**src/rtl/voxel_shape_fill_engine_defines.svh**
```systemverilog
// ----------------------------------------------------------------------------
// voxel_shape_fill_engine_defines
// Assertion macros shared by the voxel engine RTL.
// ----------------------------------------------------------------------------
`ifndef VOXEL_SHAPE_FILL_ENGINE_DEFINES_SVH
`define VOXEL_SHAPE_FILL_ENGINE_DEFINES_SVH

`ifndef NO_ASSERTIONS
`define VSF_ASSERT(name, prop) \
  name: assert property (@(posedge clk_i) disable iff (!rst_ni) (prop)) \
    else $error("vsf assertion failed");
`define VSF_ASSERT_RST(name, prop) \
  name: assert property (@(posedge clk_i) (prop)) \
    else $error("vsf assertion failed");
`else
`define VSF_ASSERT(name, prop)
`define VSF_ASSERT_RST(name, prop)
`endif

`endif

```
**src/rtl/vsf_pkg.sv**
```systemverilog
// ----------------------------------------------------------------------------
// vsf_pkg
// Types and constants of the voxel shape fill engine.
// ----------------------------------------------------------------------------
package vsf_pkg;

  typedef logic [7:0] coord_t;

  typedef struct packed {
    logic [2:0] kind;
    logic [4:0] pos_x;
    logic [4:0] pos_y;
    logic [4:0] pos_z;
    logic [4:0] span_x;
    logic [4:0] span_y;
    logic [4:0] span_z;
  } cmd_t;

  typedef struct packed {
    logic        voxel_on;
    logic [7:0]  out_red;
    logic [7:0]  out_green;
    logic [7:0]  out_blue;
    logic [7:0]  out_alpha;
    logic [15:0] touched_count;
  } res_t;

  // one voxel access towards the store
  typedef struct packed {
    logic   valid;
    coord_t x;
    coord_t y;
    coord_t z;
  } beat_t;

  localparam logic [2:0] KIND_LAST_DRAW = 3'd5;
  localparam logic [2:0] KIND_READ      = 3'd6;

  localparam logic [1:0] SHAPE_BOX       = 2'd0;
  localparam logic [1:0] SHAPE_SPHERE    = 2'd1;
  localparam logic [1:0] SHAPE_ELLIPSOID = 2'd2;

  localparam logic [2:0] REG_RED   = 3'd0;
  localparam logic [2:0] REG_GREEN = 3'd1;
  localparam logic [2:0] REG_BLUE  = 3'd2;
  localparam logic [2:0] REG_ALPHA = 3'd3;

  function automatic coord_t clip_lo(logic box, logic [4:0] p, logic [4:0] s);
    coord_t r;
    if (box) begin
      r = {3'b000, p};
    end else if (p > s) begin
      r = {3'b000, 5'(p - s)};
    end else begin
      r = '0;
    end
    return r;
  endfunction

  function automatic coord_t clip_hi(logic box, logic [4:0] p, logic [4:0] s,
                                     coord_t lim);
    logic [5:0] v;
    coord_t     r;
    v = box ? {1'b0, s} : 6'(p) + 6'(s);
    if (9'(v) > 9'(lim)) begin
      r = lim;
    end else begin
      r = 8'(v);
    end
    return r;
  endfunction

endpackage

```
**src/rtl/vsf_scan.sv**
```systemverilog
// ----------------------------------------------------------------------------
// vsf_scan
// Bounds set-up, voxel scan counters and the pipelined shape test (stages a and b).
// Emits one write beat per voxel inside the shape and counts them.
// ----------------------------------------------------------------------------
module vsf_scan #(
  parameter int GRID_X = 32,
  parameter int GRID_Y = 32,
  parameter int GRID_Z = 32
) (
  input  logic           clk_i,
  input  logic           rst_ni,
  input  logic           start_i,
  input  vsf_pkg::cmd_t  cmd_i,
  output vsf_pkg::beat_t beat_o,
  output logic           done_o,
  output logic [15:0]    count_o
);

  localparam vsf_pkg::coord_t MAX_X = 8'(GRID_X - 1);
  localparam vsf_pkg::coord_t MAX_Y = 8'(GRID_Y - 1);
  localparam vsf_pkg::coord_t MAX_Z = 8'(GRID_Z - 1);

  localparam logic [2:0] ST_IDLE  = 3'd0;
  localparam logic [2:0] ST_SQ    = 3'd1;
  localparam logic [2:0] ST_PROD  = 3'd2;
  localparam logic [2:0] ST_LIM   = 3'd3;
  localparam logic [2:0] ST_SCAN  = 3'd4;
  localparam logic [2:0] ST_DRAIN = 3'd5;

  logic [2:0]  state_q, state_d;
  logic [1:0]  shape_q;
  logic        box;
  logic [4:0]  px_q, py_q, pz_q, sx_q, sy_q, sz_q;
  vsf_pkg::coord_t lo_x_q, lo_y_q, lo_z_q, hi_x_q, hi_y_q, hi_z_q;
  vsf_pkg::coord_t lo_x, lo_y, lo_z, hi_x, hi_y, hi_z;
  logic        empty_q;
  logic [9:0]  ax_q, ay_q, az_q;
  logic [19:0] ayaz_q, axaz_q, axay_q;
  logic [29:0] lim_q;
  vsf_pkg::coord_t x_q, y_q, z_q, x_d, y_d, z_d;
  logic        issue;
  vsf_pkg::coord_t dxa, dya, dza;
  logic        a_valid_q, b_valid_q;
  vsf_pkg::coord_t a_x_q, a_y_q, a_z_q, b_x_q, b_y_q, b_z_q;
  logic [9:0]  a_dx2_q, a_dy2_q, a_dz2_q;
  logic [11:0] b_sum_q;
  logic [29:0] b_tx_q, b_ty_q, b_tz_q;
  logic [31:0] b_ell;
  logic        in_shape;
  logic [15:0] count_q;

  assign box  = (shape_q == vsf_pkg::SHAPE_BOX);
  assign lo_x = vsf_pkg::clip_lo(box, px_q, sx_q);
  assign lo_y = vsf_pkg::clip_lo(box, py_q, sy_q);
  assign lo_z = vsf_pkg::clip_lo(box, pz_q, sz_q);
  assign hi_x = vsf_pkg::clip_hi(box, px_q, sx_q, MAX_X);
  assign hi_y = vsf_pkg::clip_hi(box, py_q, sy_q, MAX_Y);
  assign hi_z = vsf_pkg::clip_hi(box, pz_q, sz_q, MAX_Z);

  assign issue = (state_q == ST_SCAN);

  always_comb begin
    state_d = state_q;
    x_d     = x_q;
    y_d     = y_q;
    z_d     = z_q;
    case (state_q)
      ST_IDLE: begin
        if (start_i) begin
          state_d = ST_SQ;
        end
      end
      ST_SQ:   state_d = ST_PROD;
      ST_PROD: state_d = ST_LIM;
      ST_LIM: begin
        x_d     = lo_x_q;
        y_d     = lo_y_q;
        z_d     = lo_z_q;
        state_d = empty_q ? ST_DRAIN : ST_SCAN;
      end
      ST_SCAN: begin
        if (z_q != hi_z_q) begin
          z_d = z_q + 1'b1;
        end else begin
          z_d = lo_z_q;
          if (y_q != hi_y_q) begin
            y_d = y_q + 1'b1;
          end else begin
            y_d = lo_y_q;
            if (x_q != hi_x_q) begin
              x_d = x_q + 1'b1;
            end else begin
              state_d = ST_DRAIN;
            end
          end
        end
      end
      ST_DRAIN: begin
        if (!a_valid_q && !b_valid_q) begin
          state_d = ST_IDLE;
        end
      end
      default: state_d = ST_IDLE;
    endcase
  end

  // distance from the centre, at most 31 inside the bounding box
  assign dxa = (x_q > 8'(px_q)) ? x_q - 8'(px_q) : 8'(px_q) - x_q;
  assign dya = (y_q > 8'(py_q)) ? y_q - 8'(py_q) : 8'(py_q) - y_q;
  assign dza = (z_q > 8'(pz_q)) ? z_q - 8'(pz_q) : 8'(pz_q) - z_q;

  assign b_ell = 32'(b_tx_q) + 32'(b_ty_q) + 32'(b_tz_q);

  always_comb begin
    case (shape_q)
      vsf_pkg::SHAPE_BOX:    in_shape = 1'b1;
      vsf_pkg::SHAPE_SPHERE: in_shape = (b_sum_q <= 12'(ax_q));
      default:               in_shape = (b_ell <= 32'(lim_q));
    endcase
  end

  assign beat_o.valid = b_valid_q && in_shape;
  assign beat_o.x     = b_x_q;
  assign beat_o.y     = b_y_q;
  assign beat_o.z     = b_z_q;
  assign done_o       = (state_q == ST_DRAIN) && !a_valid_q && !b_valid_q;
  assign count_o      = count_q;

  always_ff @(posedge clk_i or negedge rst_ni) begin
    if (!rst_ni) begin
      state_q   <= ST_IDLE;
      a_valid_q <= 1'b0;
      b_valid_q <= 1'b0;
      count_q   <= '0;
    end else begin
      state_q   <= state_d;
      a_valid_q <= issue;
      b_valid_q <= a_valid_q;
      if (state_q == ST_IDLE && start_i) begin
        count_q <= '0;
      end else if (beat_o.valid && count_q != 16'hFFFF) begin
        count_q <= count_q + 1'b1;
      end
    end
  end

  always_ff @(posedge clk_i) begin
    x_q <= x_d;
    y_q <= y_d;
    z_q <= z_d;
    if (state_q == ST_IDLE && start_i) begin
      shape_q <= cmd_i.kind[2:1];
      px_q    <= cmd_i.pos_x;
      py_q    <= cmd_i.pos_y;
      pz_q    <= cmd_i.pos_z;
      sx_q    <= cmd_i.span_x;
      sy_q    <= (cmd_i.kind[2:1] == vsf_pkg::SHAPE_SPHERE) ? cmd_i.span_x : cmd_i.span_y;
      sz_q    <= (cmd_i.kind[2:1] == vsf_pkg::SHAPE_SPHERE) ? cmd_i.span_x : cmd_i.span_z;
    end
    if (state_q == ST_SQ) begin
      lo_x_q  <= lo_x;
      lo_y_q  <= lo_y;
      lo_z_q  <= lo_z;
      hi_x_q  <= hi_x;
      hi_y_q  <= hi_y;
      hi_z_q  <= hi_z;
      ax_q    <= 10'(sx_q) * 10'(sx_q);
      ay_q    <= 10'(sy_q) * 10'(sy_q);
      az_q    <= 10'(sz_q) * 10'(sz_q);
      empty_q <= (lo_x > hi_x) || (lo_y > hi_y) || (lo_z > hi_z) ||
                 ((shape_q == vsf_pkg::SHAPE_ELLIPSOID) &&
                  (sx_q == '0 || sy_q == '0 || sz_q == '0));
    end
    if (state_q == ST_PROD) begin
      ayaz_q <= 20'(ay_q) * 20'(az_q);
      axaz_q <= 20'(ax_q) * 20'(az_q);
      axay_q <= 20'(ax_q) * 20'(ay_q);
    end
    if (state_q == ST_LIM) begin
      lim_q <= 30'(ax_q) * 30'(ayaz_q);
    end
    a_x_q   <= x_q;
    a_y_q   <= y_q;
    a_z_q   <= z_q;
    a_dx2_q <= 10'(dxa[4:0]) * 10'(dxa[4:0]);
    a_dy2_q <= 10'(dya[4:0]) * 10'(dya[4:0]);
    a_dz2_q <= 10'(dza[4:0]) * 10'(dza[4:0]);
    b_x_q   <= a_x_q;
    b_y_q   <= a_y_q;
    b_z_q   <= a_z_q;
    b_sum_q <= 12'(a_dx2_q) + 12'(a_dy2_q) + 12'(a_dz2_q);
    b_tx_q  <= 30'(a_dx2_q) * 30'(ayaz_q);
    b_ty_q  <= 30'(a_dy2_q) * 30'(axaz_q);
    b_tz_q  <= 30'(a_dz2_q) * 30'(axay_q);
  end

endmodule

```
**config.mk**
```make
export PLATFORM = sky130hd
export DESIGN_NAME = vsf_scan
export DESIGN_NICKNAME = d
export VERILOG_FILES = /design/src/rtl/voxel_shape_fill_engine_defines.svh /design/src/rtl/vsf_pkg.sv /design/src/rtl/vsf_scan.sv
export SDC_FILE = /design/constraint.sdc
export NUM_CORES = 2
export LEC_CHECK = 0
export BUFFER_PORTS_ARGS = -buffer_cell sky130_fd_sc_hd__buf_2
export CAP_MARGIN = 30
export CORE_MARGIN = 10
export CORE_UTILIZATION = 40
export CTS_BUF_LIST = sky130_fd_sc_hd__clkbuf_8
export CTS_CLUSTER_DIAMETER = 50
export DETAILED_ROUTE_END_ITERATION = 16
export GPL_TIMING_DRIVEN = 1
export SLEW_MARGIN = 20
export SYNTH_ARGS = -nofsm -noshare
export SYNTH_HDL_FRONTEND = slang
export SYNTH_SLANG_ARGS = --single-unit
```
**constraint.sdc**
```tcl
create_clock -name clk_i -period 12.35 [get_ports clk_i]
set_input_delay 1.235 -clock clk_i [delete_from_list [all_inputs] [get_ports clk_i]]
set_output_delay 1.235 -clock clk_i [all_outputs]
set_load 0.005 [all_outputs]
```
### Word-level counts from Yosys, hierarchy flattened

Cells that the tools add are included.

* logic and storage cells: 166
* input bits: 36
* flip-flop bits (word level): 426
* output and inout port bits: 42

* $mul: 13
* reduce and logical (&&, ||, !) cells: 24
* mux-type cells: 36
* order comparisons: 14
* add/sub/neg operators: 20
* equality and inequality tests: 18

Operators by type and width (count)
* $mul A10 B20 Y30: 4
* $mul A10 B10 Y20: 3
* $mul A5 B5 Y10: 6
* $mux W8: 7
* $mux W5: 10
* $pmux W8 S2: 3
* $sub A5 B5 Y5: 9
* $mux W6: 6
* $add A31 B30 Y32: 1
* $le A32 B30 Y1: 1
* $mux W16: 2
* $add A30 B30 Y31: 1
* $add A8 B1 Y8 const B: 3
* $gt A8 B5 Y1: 3
* $gt A8 B8 Y1: 3
* $ne A8 B8 Y1: 3
* $add A5 B5 Y6: 3
* $gt A6 B5 Y1 const B: 3
* $pmux W3 S6: 1
* $add A16 B1 Y16 const B: 1
* $ne A16 B16 Y1 const B: 1
* $gt A5 B5 Y1: 3
* $logic_not A5 Y1: 3
* $mux W3: 5
* other kinds (21): 40

### Longest topological paths before layout

* word-level depth: 8
* mapped depth: 25

### Least setup slack after synthesis

OpenSTA, ideal clock, no wires.

* path kind: register to output
* from: register b_tx_q[6]
* to: output port beat_o[24] (netlist bit)
* data arrival time: 4957 ps
* cell stages (with the launch flop): 22
* data required time: 11115 ps
* slack: 6158 ps
* cell sequence: dfxtp_1 -> fa_1 -> ha_1 -> nor3_2 -> nor2_2 -> and4_1 -> a22o_1 -> or4_1 -> a2111oi_0 -> nor2_1 -> a211o_1 -> a21oi_1 -> xnor2_1 -> ha_1 -> a21o_1 -> a21oi_1 -> nor2b_1 -> a2111oi_0 -> o21ai_0 -> a31o_1 -> or2_2 -> inv_1

RTL lines
* start: declaration: RTL line vsf_scan.sv:48 `logic [29:0] b_tx_q, b_ty_q, b_tz_q;`
* start signal: assignment: RTL line vsf_scan.sv:193 `b_tx_q <= 30'(a_dx2_q) * 30'(ayaz_q);`
* end: declaration: RTL line vsf_scan.sv:15 `output vsf_pkg::beat_t beat_o,`

==> reports/results.ini <==
[outcome]
status = finished, final reports clean

[sta]
timing.fmax_ghz = 0.128
tightest_slew_ns = 0.997
finClkSkew_ns = 0.0442
final.period_utilization_pct = 63.1
hold_viol_final = 0
rsz0062_at_grt = no
whs_ns = 0.312
finalSetupTns_ns = 0
post-route-min-period_ns = 7.79
max_slew_margin_pct = 33.6
drv_slew = 0
setup_viol = 0

[place]
place_congestion = 0.848
dp_hpwl_microns = 96000
portBuffers = 76

[worst_hold_path]
hold_class = flip-flop to flip-flop

[clock_network]
clk_path_buf_depth = 3
cts_tree = done
h-tree-depth = 3
cts_buffers = 78
clk_pin_slew_ns = 0.07
cts_setup_buffers = 0
cts_root_buf = clkbuf_8
clkSinkCount = 398
postCtsHoldBufs = 0
cts_resized = 0
clkLatencyLatePin_ns = 0.73

[die]
ios = 78
rows = 132
die-area_sq_um = 145000
die_w_microns = 381
core-area_sq_um = 129000
die_y_microns = 381
start_util_pct = 40.2

[synthesis]
synth_cells = 5370
ys_seq_elements = 398
synth_flop_cell = edfxtp_1
ys_warn_count = 0
syn_avg_cell_area_sq_um = 9.69
seq_area_frac_synth_pct = 19.4
synth_edf_count = 203
async_flop_share_pct = 5.28
synth_cell_type_count = 81
syn_area_sq_um = 52000

[critical_path]
critical_path_class = flip-flop to output pin
worstPathArrival_ns = 6.56
critPathMaxFanout = 6
cp-end-kind = output pin
worstPathRequired_ns = 11.11
setup.worst_path.start_class = flip-flop
r2r_slack_ns = 5.50

[routing]
routed_wl_microns = 123000
drt_iter0_markers = 1778
drtPass1Iterations = 5
drcViolationCount = 0
vias = 36400
final_antenna_net_count = 0
wl_per_cell_microns = 16.8
viasPerCell = 5.00

[grt]
grt_max_degree = 48
grt_pass1_vias = 39000
overflow = 0
grt_pass1_wl_microns = 204000
grtUsageTotal_pct = 17.2
antenna_found_initial = 10

[layout]
layout_common_cells = inv_1, ha_1, fa_1
fillers = 12600
final_common_cell = inv_1
area_growth_pct = 8.56
nNetsFinal = 6934
layout-drive-gt1-share_pct = 5.40

[job]
maxCapViolCount = 0

[worst paths after layout]
path / from / to / depth (start not counted)
min reg2reg: a_z_q[2] / b_z_q[2] / 0
max reg2reg: ax_q[3] / lim_q[29] / 20
min in group asynchronous: rst_ni / count_o[4] / 1
max: b_tx_q[6] / beat_o[24] / 22
max in group asynchronous: rst_ni / state_q[0] / 1
min: a_z_q[2] / b_z_q[2] / 0
[flip-flops by register name, summed over array words and instances (netlist names), 12 cells and up]
| signal | cells |
|---|---|
| axay_q | 19 |
| axaz_q | 19 |
| lim_q | 29 |
| b_ty_q | 29 |
| ayaz_q | 19 |
| b_tx_q | 29 |
| b_tz_q | 29 |
| count_o | 16 |
| b_sum_q | 12 |
[synthesized netlist by cell type, types with 9 or more instances]
| master | number | area [sq um] |
|---|---|---|
| a211o_1 | 9 | 78.8 |
| a211oi_1 | 18 | 135 |
| a21o_1 | 129 | 968 |
| a21oi_1 | 201 | 1010 |
| a22oi_1 | 15 | 113 |
| a31oi_1 | 14 | 87.6 |
| and2_1 | 646 | 4040 |
| and3_1 | 34 | 213 |
| clkbuf_1 | 143 | 537 |
| dfrtp_1 | 21 | 526 |
| dfxtp_1 | 174 | 3480 |
| edfxtp_1 | 203 | 6100 |
| fa_1 | 698 | 14000 |
| ha_1 | 724 | 9060 |
| inv_1 | 857 | 3220 |
| mux2i_1 | 9 | 90.1 |
| nand2_1 | 435 | 1630 |
| nand2b_1 | 27 | 169 |
| nand3_1 | 61 | 305 |
| nand4_1 | 18 | 113 |
| nor2_1 | 220 | 826 |
| nor2b_1 | 35 | 219 |
| nor3_1 | 51 | 255 |
| o21a_1 | 36 | 270 |
| o21ai_0 | 102 | 510 |
| o21ai_1 | 11 | 55.1 |
| o21bai_1 | 34 | 255 |
| or2_2 | 12 | 75.1 |
| or3_1 | 9 | 56.3 |
| or4_1 | 11 | 82.6 |
| xnor2_1 | 193 | 1690 |
| xor2_1 | 84 | 736 |
[cell type report]
| class | instances | area, sq um | area share, % |
|---|---|---|---|
| clock inverter | 49 | 533 | 0.944 |
| tap | 1742 | 2180 | 3.86 |
| inverter | 857 | 3220 | 5.70 |
| antenna | 1 | 2.50 | 0.00443 |
| clock buffer | 96 | 1320 | 2.34 |
| sequential | 398 | 10100 | 17.9 |
| timing repair buffer | 128 | 798 | 1.41 |
| multi-input combinational | 4013 | 38300 | 67.9 |
[stage by stage]
stage / instance area, sq um / instances / util (%) / worst slack [ns]
after CTS: 56400 / 7279 / 43.6 / 4.51
after floorplan: 52200 / 5418 / - / 6.16
after detailed placement: 54600 / 7134 / 42.2 / 5.32
final: 56500 / 7284 / 43.7 / 4.56
after global routing: 56500 / 7283 / 43.7 / 4.15
after global placement: 54600 / 7134 / 42.2 / 5.42
[critical path, stage by stage (launching register included)]
cell and delay (ns):
dfxtp_1 0.32, fa_1 0.48, ha_1 0.38, nor3_2 0.19, nor2_2 0.10, and4_1 0.21, a22o_1 0.26, or4_1 0.45
a2111oi_0 0.47, nor2_1 0.17, a211o_1 0.28, a21oi_1 0.17, xnor2_1 0.14, ha_1 0.26, a21o_1 0.18, a21oi_1 0.13
nor2b_1 0.05, a2111oi_0 0.41, o21ai_0 0.26, a31o_1 0.39, or2_2 0.35, inv_1 0.10, buf_2 0.12
[cells by family after synthesis]
| family | Yosys count | synth area share [%] |
|---|---|---|
| flops | 398 | 19.4 |
| xor+xnor | 277 | 4.66 |
| simple gates | 1594 | 15.9 |
| buf+inv | 1007 | 7.33 |
| mux | 11 | 0.216 |
| compound gates | 659 | 8.21 |
| fa+ha+maj | 1422 | 44.3 |
| other cells | 2 | 0.0144 |
[per-layer routing]
layer,global-route usage (%),routed length (microns),up-vias
met2,30.3,60200,581
li1,-,-,17400
met4,3.95,2590,2
met3,1.97,4360,158
met5,0,13,-
met1,22.5,55500,18200
Power is left out: the tool's default activity adds up to more than one toggle a clock period on the data nets, which glitch-free logic cannot reach.
